### src/hw/rtl/assert_macros.svh
// assertion macros used by the rtl datapath
`ifndef ASSERT_MACROS_SVH
`define ASSERT_MACROS_SVH

`ifndef SYNTHESIS
`define ASSERT_NOW(lbl, ante, cons, msg) \
  lbl: assert property (@(posedge clk_i) disable iff (!rst_ni) (ante) |-> (cons)) \
    else $error(msg);
`define ASSERT_NEXT(lbl, ante, cons, msg) \
  lbl: assert property (@(posedge clk_i) disable iff (!rst_ni) (ante) |=> (cons)) \
    else $error(msg);
`else
`define ASSERT_NOW(lbl, ante, cons, msg)
`define ASSERT_NEXT(lbl, ante, cons, msg)
`endif

`endif

### src/hw/rtl/lss_pkg.sv
// types, constants and control structs of the search stack
`default_nettype none

package lss_pkg;

  localparam int DEPTH        = 64;
  localparam int ELEM_WIDTH   = 32;
  localparam int ADDR_W       = $clog2(DEPTH);
  localparam int CNT_W        = $clog2(DEPTH + 1);
  localparam int CMD_W        = 3;
  localparam int IN_DATA_W    = 32;
  localparam int DATA_W       = 32;
  localparam int COUNT_W      = 7;
  localparam int STATUS_W     = 2;
  localparam int OUT_FIELDS_W = DATA_W + 1 + COUNT_W + 1 + STATUS_W;
  localparam int OUT_DATA_W   = ((OUT_FIELDS_W + 7) / 8) * 8;

  typedef enum logic [CMD_W-1:0] {
    CMD_PUSH     = 3'd0,
    CMD_POP      = 3'd1,
    CMD_PEEK     = 3'd2,
    CMD_CONTAINS = 3'd3,
    CMD_CLEAR    = 3'd4
  } cmd_e;

  typedef enum logic [STATUS_W-1:0] {
    STAT_OK        = 2'd0,
    STAT_UNDERFLOW = 2'd1,
    STAT_OVERFLOW  = 2'd2
  } status_e;

  typedef enum logic [1:0] {
    CNT_HOLD = 2'd0,
    CNT_INC  = 2'd1,
    CNT_DEC  = 2'd2,
    CNT_CLR  = 2'd3
  } cnt_op_e;

  typedef enum logic [1:0] {
    S_IDLE = 2'd0,
    S_EXEC = 2'd1,
    S_READ = 2'd2,
    S_SCAN = 2'd3
  } state_e;

  // controller to datapath
  typedef struct packed {
    logic    in_load;
    logic    mem_wr;
    logic    rd_top;
    logic    scan_start;
    logic    scan_run;
    cnt_op_e cnt_op;
    logic    out_load;
    status_e out_status;
    logic    out_data;
    logic    out_found;
  } lss_cmd_t;

  // datapath to controller
  typedef struct packed {
    cmd_e cmd;
    logic full;
    logic empty;
    logic scan_done;
    logic out_free;
  } lss_stat_t;

endpackage

`default_nettype wire

### src/hw/rtl/lifo_stack_with_search.sv
// top level of the bounded stack with search
//
//   channel  dir  tdata fields (lsb first)                     tuser
//   s_axis   in   element[31:0]                                command[2:0]
//   m_axis   out  data_out[31:0] found count[6:0] is_empty     -
//                 status[1:0], zero pad to 48 bits
//
// push, clear, unused and underflow answer from exec, pop/peek from read (one memory read)
// contains reads one held entry per cycle on the single read port until a hit or the end
// reset zeroes the count, search state and output valid, storage is not cleared
// a finished result waits in the output register while the next transaction is
// accepted and worked; that one holds before its result load until the register frees
`default_nettype none

module lifo_stack_with_search (
  input  logic                           clk_i,
  input  logic                           rst_ni,
  input  logic                           s_axis_tvalid,
  output logic                           s_axis_tready,
  input  logic [lss_pkg::IN_DATA_W-1:0]  s_axis_tdata,   // element
  input  logic [lss_pkg::CMD_W-1:0]      s_axis_tuser,   // command
  output logic                           m_axis_tvalid,
  input  logic                           m_axis_tready,
  output logic [lss_pkg::OUT_DATA_W-1:0] m_axis_tdata    // data_out, found, count, is_empty, status
);
  import lss_pkg::*;

  lss_cmd_t  ctrl_cmd;
  lss_stat_t dp_stat;

  lss_ctrl u_ctrl (
    .clk_i     (clk_i),
    .rst_ni    (rst_ni),
    .s_valid_i (s_axis_tvalid),
    .s_ready_o (s_axis_tready),
    .stat_i    (dp_stat),
    .cmd_o     (ctrl_cmd)
  );

  lss_dpath u_dpath (
    .clk_i      (clk_i),
    .rst_ni     (rst_ni),
    .s_tdata_i  (s_axis_tdata),
    .s_tuser_i  (s_axis_tuser),
    .cmd_i      (ctrl_cmd),
    .stat_o     (dp_stat),
    .m_tvalid_o (m_axis_tvalid),
    .m_tready_i (m_axis_tready),
    .m_tdata_o  (m_axis_tdata)
  );

endmodule

`default_nettype wire

### src/hw/rtl/lss_ctrl.sv
// sequencing state machine of the search stack
`default_nettype none

module lss_ctrl (
  input  logic              clk_i,
  input  logic              rst_ni,
  input  logic              s_valid_i,
  output logic              s_ready_o,
  input  lss_pkg::lss_stat_t stat_i,
  output lss_pkg::lss_cmd_t  cmd_o
);
  import lss_pkg::*;

  state_e state_q, state_d;

  always_ff @(posedge clk_i or negedge rst_ni) begin
    if (!rst_ni) begin
      state_q <= S_IDLE;
    end else begin
      state_q <= state_d;
    end
  end

  // next state
  always_comb begin
    state_d = state_q;
    unique case (state_q)
      S_IDLE: begin
        if (s_valid_i) state_d = S_EXEC;
      end
      S_EXEC: begin
        unique case (stat_i.cmd) inside
          CMD_POP, CMD_PEEK: begin
            if (!stat_i.empty) state_d = S_READ;
            else if (stat_i.out_free) state_d = S_IDLE;
          end
          CMD_CONTAINS: begin
            if (!stat_i.empty) state_d = S_SCAN;
            else if (stat_i.out_free) state_d = S_IDLE;
          end
          default: begin
            if (stat_i.out_free) state_d = S_IDLE;
          end
        endcase
      end
      S_READ: begin
        if (stat_i.out_free) state_d = S_IDLE;
      end
      S_SCAN: begin
        if (stat_i.scan_done && stat_i.out_free) state_d = S_IDLE;
      end
      default: state_d = S_IDLE;
    endcase
  end

  // outputs
  always_comb begin
    cmd_o     = '0;
    s_ready_o = (state_q == S_IDLE);
    unique case (state_q)
      S_IDLE: begin
        cmd_o.in_load = s_valid_i;
      end
      S_EXEC: begin
        unique case (stat_i.cmd) inside
          CMD_PUSH: begin
            if (stat_i.out_free) begin
              cmd_o.out_load = 1'b1;
              if (stat_i.full) begin
                cmd_o.out_status = STAT_OVERFLOW;
              end else begin
                cmd_o.mem_wr = 1'b1;
                cmd_o.cnt_op = CNT_INC;
              end
            end
          end
          CMD_POP, CMD_PEEK: begin
            if (!stat_i.empty) begin
              cmd_o.rd_top = 1'b1;
            end else if (stat_i.out_free) begin
              cmd_o.out_load   = 1'b1;
              cmd_o.out_status = STAT_UNDERFLOW;
            end
          end
          CMD_CONTAINS: begin
            if (!stat_i.empty) begin
              cmd_o.scan_start = 1'b1;
            end else if (stat_i.out_free) begin
              cmd_o.out_load = 1'b1;
            end
          end
          CMD_CLEAR: begin
            if (stat_i.out_free) begin
              cmd_o.out_load = 1'b1;
              cmd_o.cnt_op   = CNT_CLR;
            end
          end
          default: begin
            // unused codes answer with the current state only
            if (stat_i.out_free) cmd_o.out_load = 1'b1;
          end
        endcase
      end
      S_READ: begin
        if (stat_i.out_free) begin
          cmd_o.out_load = 1'b1;
          cmd_o.out_data = 1'b1;
          cmd_o.cnt_op   = (stat_i.cmd == CMD_POP) ? CNT_DEC : CNT_HOLD;
        end
      end
      S_SCAN: begin
        cmd_o.scan_run = 1'b1;
        if (stat_i.scan_done && stat_i.out_free) begin
          cmd_o.out_load  = 1'b1;
          cmd_o.out_found = 1'b1;
        end
      end
      default: cmd_o = '0;
    endcase
  end

endmodule

`default_nettype wire

### src/hw/rtl/lss_dpath.sv
// storage, count, search pointer and result register of the search stack
`default_nettype none
`include "assert_macros.svh"

module lss_dpath (
  input  logic                           clk_i,
  input  logic                           rst_ni,
  input  logic [lss_pkg::IN_DATA_W-1:0]  s_tdata_i,
  input  logic [lss_pkg::CMD_W-1:0]      s_tuser_i,
  input  lss_pkg::lss_cmd_t              cmd_i,
  output lss_pkg::lss_stat_t             stat_o,
  output logic                           m_tvalid_o,
  input  logic                           m_tready_i,
  output logic [lss_pkg::OUT_DATA_W-1:0] m_tdata_o
);
  import lss_pkg::*;

  logic [ELEM_WIDTH-1:0] mem [DEPTH];
  logic [ELEM_WIDTH-1:0] rdata_q;
  logic [ELEM_WIDTH-1:0] elem_q;
  cmd_e                  cmd_q;

  logic [CNT_W-1:0]      cnt_q, cnt_d;
  logic [CNT_W-1:0]      ptr_q;
  logic                  cmp_vld_q;
  logic                  hit_q;

  logic                  full;
  logic                  empty;
  logic                  issue;
  logic                  rd_en;
  logic [ADDR_W-1:0]     rd_addr;
  logic                  out_free;

  logic                  out_vld_q;
  logic [DATA_W-1:0]     out_data_q;
  logic                  out_found_q;
  logic [COUNT_W-1:0]    out_count_q;
  logic                  out_empty_q;
  status_e               out_status_q;

  assign full     = (cnt_q == CNT_W'(DEPTH));
  assign empty    = (cnt_q == '0);
  assign out_free = !out_vld_q || m_tready_i;

  // one entry read per cycle while the search runs, until a hit or the last held entry
  assign issue   = cmd_i.scan_run && !hit_q && (ptr_q < cnt_q);
  assign rd_en   = cmd_i.rd_top || issue;
  assign rd_addr = cmd_i.rd_top ? ADDR_W'(cnt_q - CNT_W'(1)) : ptr_q[ADDR_W-1:0];

  always_ff @(posedge clk_i) begin
    if (cmd_i.in_load) begin
      cmd_q  <= cmd_e'(s_tuser_i);
      elem_q <= ELEM_WIDTH'(s_tdata_i);
    end
  end

  always_ff @(posedge clk_i) begin
    if (cmd_i.mem_wr) mem[cnt_q[ADDR_W-1:0]] <= elem_q;
    if (rd_en) rdata_q <= mem[rd_addr];
  end

  always_comb begin
    case (cmd_i.cnt_op)
      CNT_INC: cnt_d = cnt_q + CNT_W'(1);
      CNT_DEC: cnt_d = cnt_q - CNT_W'(1);
      CNT_CLR: cnt_d = '0;
      default: cnt_d = cnt_q;
    endcase
  end

  always_ff @(posedge clk_i or negedge rst_ni) begin
    if (!rst_ni) begin
      cnt_q     <= '0;
      ptr_q     <= '0;
      cmp_vld_q <= 1'b0;
      hit_q     <= 1'b0;
      out_vld_q <= 1'b0;
    end else begin
      cnt_q <= cnt_d;
      if (cmd_i.scan_start) begin
        ptr_q     <= '0;
        cmp_vld_q <= 1'b0;
        hit_q     <= 1'b0;
      end else if (cmd_i.scan_run) begin
        if (issue) ptr_q <= ptr_q + CNT_W'(1);
        cmp_vld_q <= issue;
        if (cmp_vld_q && (rdata_q == elem_q)) hit_q <= 1'b1;
      end
      if (cmd_i.out_load) out_vld_q <= 1'b1;
      else if (m_tready_i) out_vld_q <= 1'b0;
    end
  end

  always_ff @(posedge clk_i) begin
    if (cmd_i.out_load) begin
      out_data_q   <= cmd_i.out_data ? DATA_W'(rdata_q) : '0;
      out_found_q  <= cmd_i.out_found && hit_q;
      out_count_q  <= COUNT_W'(cnt_d);
      out_empty_q  <= (cnt_d == '0);
      out_status_q <= cmd_i.out_status;
    end
  end

  assign stat_o.cmd       = cmd_q;
  assign stat_o.full      = full;
  assign stat_o.empty     = empty;
  assign stat_o.scan_done = hit_q || ((ptr_q >= cnt_q) && !cmp_vld_q);
  assign stat_o.out_free  = out_free;

  assign m_tvalid_o = out_vld_q;
  assign m_tdata_o  = OUT_DATA_W'({out_status_q, out_empty_q, out_count_q,
                                   out_found_q, out_data_q});

  `ASSERT_NOW(a_wr_not_full, cmd_i.mem_wr, !full, "push write into a full stack")
  `ASSERT_NOW(a_rd_not_empty, cmd_i.rd_top, !empty, "top read from an empty stack")
  `ASSERT_NOW(a_load_free, cmd_i.out_load, out_free, "pending result overwritten")
  `ASSERT_NEXT(a_pop_dec, cmd_i.cnt_op == CNT_DEC, cnt_q == $past(cnt_q) - CNT_W'(1), "no decrement")

endmodule

`default_nettype wire

### config.mk
export PLATFORM = sky130hd
export DESIGN_NAME = lifo_stack_with_search
export DESIGN_NICKNAME = d
export VERILOG_FILES = /design/src/hw/rtl/lss_pkg.sv /design/src/hw/rtl/lifo_stack_with_search.sv /design/src/hw/rtl/lss_ctrl.sv /design/src/hw/rtl/lss_dpath.sv
export VERILOG_INCLUDE_DIRS = /design/src /design/src/hw/rtl
export SDC_FILE = /design/constraint.sdc
export NUM_CORES = 2
export LEC_CHECK = 0
export ABC_CLOCK_PERIOD_IN_PS = 7200
export BUFFER_PORTS_ARGS = -buffer_cell sky130_fd_sc_hd__buf_2
export CORE_MARGIN = 2
export CORE_UTILIZATION = 30
export DETAILED_ROUTE_END_ITERATION = 10
export PLACE_DENSITY = 0.56
export SYNTH_ARGS = -nofsm -noshare
export SYNTH_HDL_FRONTEND = slang
export SYNTH_SLANG_ARGS = --single-unit
### constraint.sdc
create_clock -name clk_i -period 7.2 [get_ports clk_i]
set_input_delay 0 -clock clk_i [delete_from_list [all_inputs] [get_ports clk_i]]
set_output_delay 0 -clock clk_i [all_outputs]
set_load 0.005 [all_outputs]
==> metrics <==
Root Buffer=clkbuf_16; leakage=approximately 0.033 µW; vias per inst=~5.2; cells along the critical path=inv_1 > ha_1 > or3b_4 > o211ai_2 > mux2i_4 > buf_12 > buf_12 > mux2i_1 > a32o_1 > a31oi_1 > a22oi_1 > nand4_1; Die X=535.4 µm; Worst path most repeated cell=buf_12; H-tree depth=4; Initial Util=30.09%; dpl cells=between 9000 and 10000; final worst slack=about 1500 ps; CP peak stage delay=about 890 ps; CP Class=register to register; Final HPWL DP=roughly 140000 µm; Longest Clk Path Bufs=3; CTS tree=built; Area Growth Syn to Fin=15.15%; simple-gate share of the synthesized area=about 7.5%; RePlAce Congestion=0.8768; Compound-Gate Fraction of Synth Area=5.657%; internal power consumption=about 24000 µW; chip height=535.4 µm; clock power share=~29%; reg2reg path depth=12; switch share=around a third; cell family with most CP delay=compound AO/OA/AOI/OAI gates; core area=around 280000 µm²; fin crit share=between 70% and 80%; die area=286600 µm²; Tot GR Track Use=between 15 and 20%; Slew Limit Headroom=roughly 16%; antenna viol nets, final=0; fin area=roughly 98000 µm²; Fin. Hold Viols=0; syn avg cell area=15.85 µm²; Final Slew Violations=0; first-pass GRT wire length=~360000 µm; asr flop ratio synth=less than 1%; # IOs=between 80 and 90; Initial DRT Pass Iterations=6; Adder-Cell Fraction of Synth Area=less than 1%; Syn Std Cell Area=approximately 85000 µm²; largest net degree at the start of global routing=124; mux contribution to synthesized area=6.889%; DRC=0; Yosys cell types=63; clk sinks=approximately 2200; setup_tns=0 ps; Hold Crit Class=input port to async pin; Placed Area=roughly 90000 µm²; crit path capture type=register; number of flops mapped to enable cells by yosys=about 2200; Post-Syn Instances=5344; initial antenna violation count=12; FF-to-FF End=u_dpath.rdata_q[23]; vias in the first global route=between 40000 and 50000; Combinational Power Share=around 28%; Rows=195; # setup viols final=0; CP max FO=109; WL final=~250000 µm; Worst Path Required=~7800 ps; area leader, netlist=edfxtp_1; max_cap viols=0; Clock Latency Late Sink=~870 ps; Post-Synth XOR/XNOR Area=less than 1%; drt wl/cell=about 27 µm; r2r setup slk=approximately 1500 ps; Post-CTS Resized=0; startpoint types=register; drt first-iter violations=~6000; sequential area share after synthesis=roughly 77%; post-synth top area share=between 70% and 80%; share of cells above drive strength 1=11.25%; GRT overflow=0; status=completed; final non-filler cell total=between 9000 and 10000; clock slew at reported path FFs=~60 ps; sequential share of power=approximately 43%; cell area power density=about 370 nW/µm²; CP startpoint=u_dpath.cnt_q[0]; RSZ-0062 raised after global routing=false; post-CTS setup buffer count=0; post-place setup slack=approximately 1600 ps; Via Count=49280; WHS=approximately 180 ps; Sw Pwr=around 12000 µW; Top FF cell, synth=edfxtp_1; Buf+Inv Stages, Crit Path=3; CTS Buf Count=approximately 210; maximum VDD drop=approximately 420 µV; reg2reg start=u_dpath.cnt_q[0]; top post-synthesis cells by area=edfxtp_1, mux2i_1, nand2_1; Yosys reg bits=approximately 2200; Post-layout nets=5636; Syn. warnings=0; CP Data Arrival Time=about 6300 ps; Worst Clk Skew=between 20 and 30 ps; Worst-Margin Slew=between 1000 and 1500 ps; PortBufs=83; Layout fillers=between 20000 and 30000; largest family of logic cells by synthesized area=simple AND/OR/NAND/NOR gates; Tmin final=around 5700 ps; FMAX=approximately 0.18 GHz; Crit-path slowest cell=a22oi_1
## worst max-delay path by stage
stage                             end  cells after the start  slack (ps)
2_1_floorplan  u_dpath.out_count_q[0]                     10        1660
3_3_place_gp      u_dpath.rdata_q[27]                     12        1730
3_5_place_dp      u_dpath.rdata_q[27]                     12        1620
4_1_cts           u_dpath.rdata_q[27]                     12        1620
5_1_grt           u_dpath.rdata_q[15]                     12        1320
6_report          u_dpath.rdata_q[23]                     12        1510
## power by group through the flow
stage | Combinational, µW | Sequential [µW] | Clock (µW)
5_1_grt | 10800 | 15400 | 11000
2_1_floorplan | 6170 | 15800 | 0
4_1_cts | 10100 | 15400 | 10500
3_5_place_dp | 10100 | 15700 | 0
6_report | 10200 | 15400 | 10300
3_3_place_gp | 9990 | 15700 | 0
## cell type report
type	count	area, µm²	share of cell area (%)
diodes	8	20.02	0.02052
clock buffers	259	5439	5.576
clock inverters	111	859.6	0.8812
inverters	16	60.06	0.06157
multi-input cells	2822	18210	18.66
flip-flops and latches	2177	65280	66.92
well taps	3743	4683	4.801
repair buffers	358	3003	3.078
## per-layer routing
metal  global-route usage, %  share of wire, %  up-vias
li1                        -                 -    21180
met1                   23.55                41    25530
met2                   27.51                46     2112
met3                   3.055               8.1      458
met4                   6.669               4.1        8
met5                       0             0.023        -
## per-stage QoR
stage,total power [µW],utilization (%)
after floorplan,21950,-
after global placement,25680,32.13
after detailed placement,25800,32.13
after CTS,36060,34.64
after global routing,37170,34.64
final,35920,34.65
## worst reg2reg max path: stages (launching register included)
cell	delay, ps
dfrtp_1	530
inv_1	230
ha_1	400
or3b_4	460
o211ai_2	680
mux2i_4	610
buf_12	300
buf_12	490
mux2i_1	420
a32o_1	140
a31oi_1	40
a22oi_1	890
nand4_1	200
## repair_timing
action	in CTS	in global routing
setup endpoints to repair	0	0
endpoints found under the hold margin	88	0
hold buffers	75	0
## placed cells by master (no fill, tap or decap), types with 16 or more instances in the layout
| cell | n |
|---|---|
| edfxtp_1 | 2158 |
| nand2_1 | 920 |
| mux2i_1 | 581 |
| o22ai_1 | 260 |
| nand3_1 | 214 |
| clkbuf_16 | 210 |
| a31oi_1 | 182 |
| buf_4 | 174 |
| nand4_1 | 108 |
| o21ai_0 | 95 |
| buf_2 | 83 |
| dlygate4sd3_1 | 74 |
| nor2_4 | 62 |
| a32o_1 | 58 |
| clkinv_1 | 56 |
| clkbuf_1 | 49 |
| o21ai_1 | 48 |
| and3_1 | 37 |
| and4_1 | 34 |
| clkinv_2 | 31 |
| a22oi_1 | 27 |
| buf_12 | 27 |
| nor2_1 | 25 |
| xor2_1 | 25 |
| xnor2_1 | 21 |
| dfrtp_1 | 19 |
| a21oi_1 | 16 |
## Yosys cell counts, drive strengths merged (3+ instances only)
master / instances
and3: 37
and4: 34
or2: 4
nor4: 8
nand2: 922
or3: 3
o21ai: 146
o22ai: 260
buf: 228
ha: 14
mux2i: 583
inv: 13
a32oi: 7
nand3: 215
o32ai: 3
nand3b: 4
nor3: 9
a32o: 58
xor2: 25
a21oi: 17
edfxtp: 2158
dfrtp: 19
a22oi: 27
clkbuf: 105
a2111oi: 4
a31oi: 184
clkinv: 3
nor2: 87
xnor2: 21
o31ai: 4
nand4: 108
nand2b: 3
a21o: 4
## state kept, by name, indices dropped and copies added, names as in the netlist
| register | count |
|---|---|
| u_dpath.out_status_q | 2 |
| u_dpath.cmp_vld_q | 1 |
| u_dpath.m_tvalid_o | 1 |
| u_dpath.out_count_q | 7 |
| u_dpath.out_found_q | 1 |
| u_dpath.out_data_q | 32 |
| u_dpath.rdata_q | 32 |
| u_dpath.cmd_q | 3 |
| u_dpath.ptr_q | 7 |
| u_dpath.cnt_q | 7 |
| u_dpath.mem | 2048 |
| u_ctrl.state_q | 2 |
| u_dpath.hit_q | 1 |
| u_dpath.out_empty_q | 1 |
| u_dpath.elem_q | 32 |
## kinds of logic after synthesis
| family | count (synthesis) |
|---|---|
| buffers and inverters | 349 |
| adders and majority gates | 14 |
| muxes | 583 |
| AOI/OAI and AO/OA | 730 |
| other | 1 |
| and+or+nand+nor | 1444 |
| DFF | 2177 |
| xor gates and xnor gates | 46 |
Power figures use the tool's default switching activity.
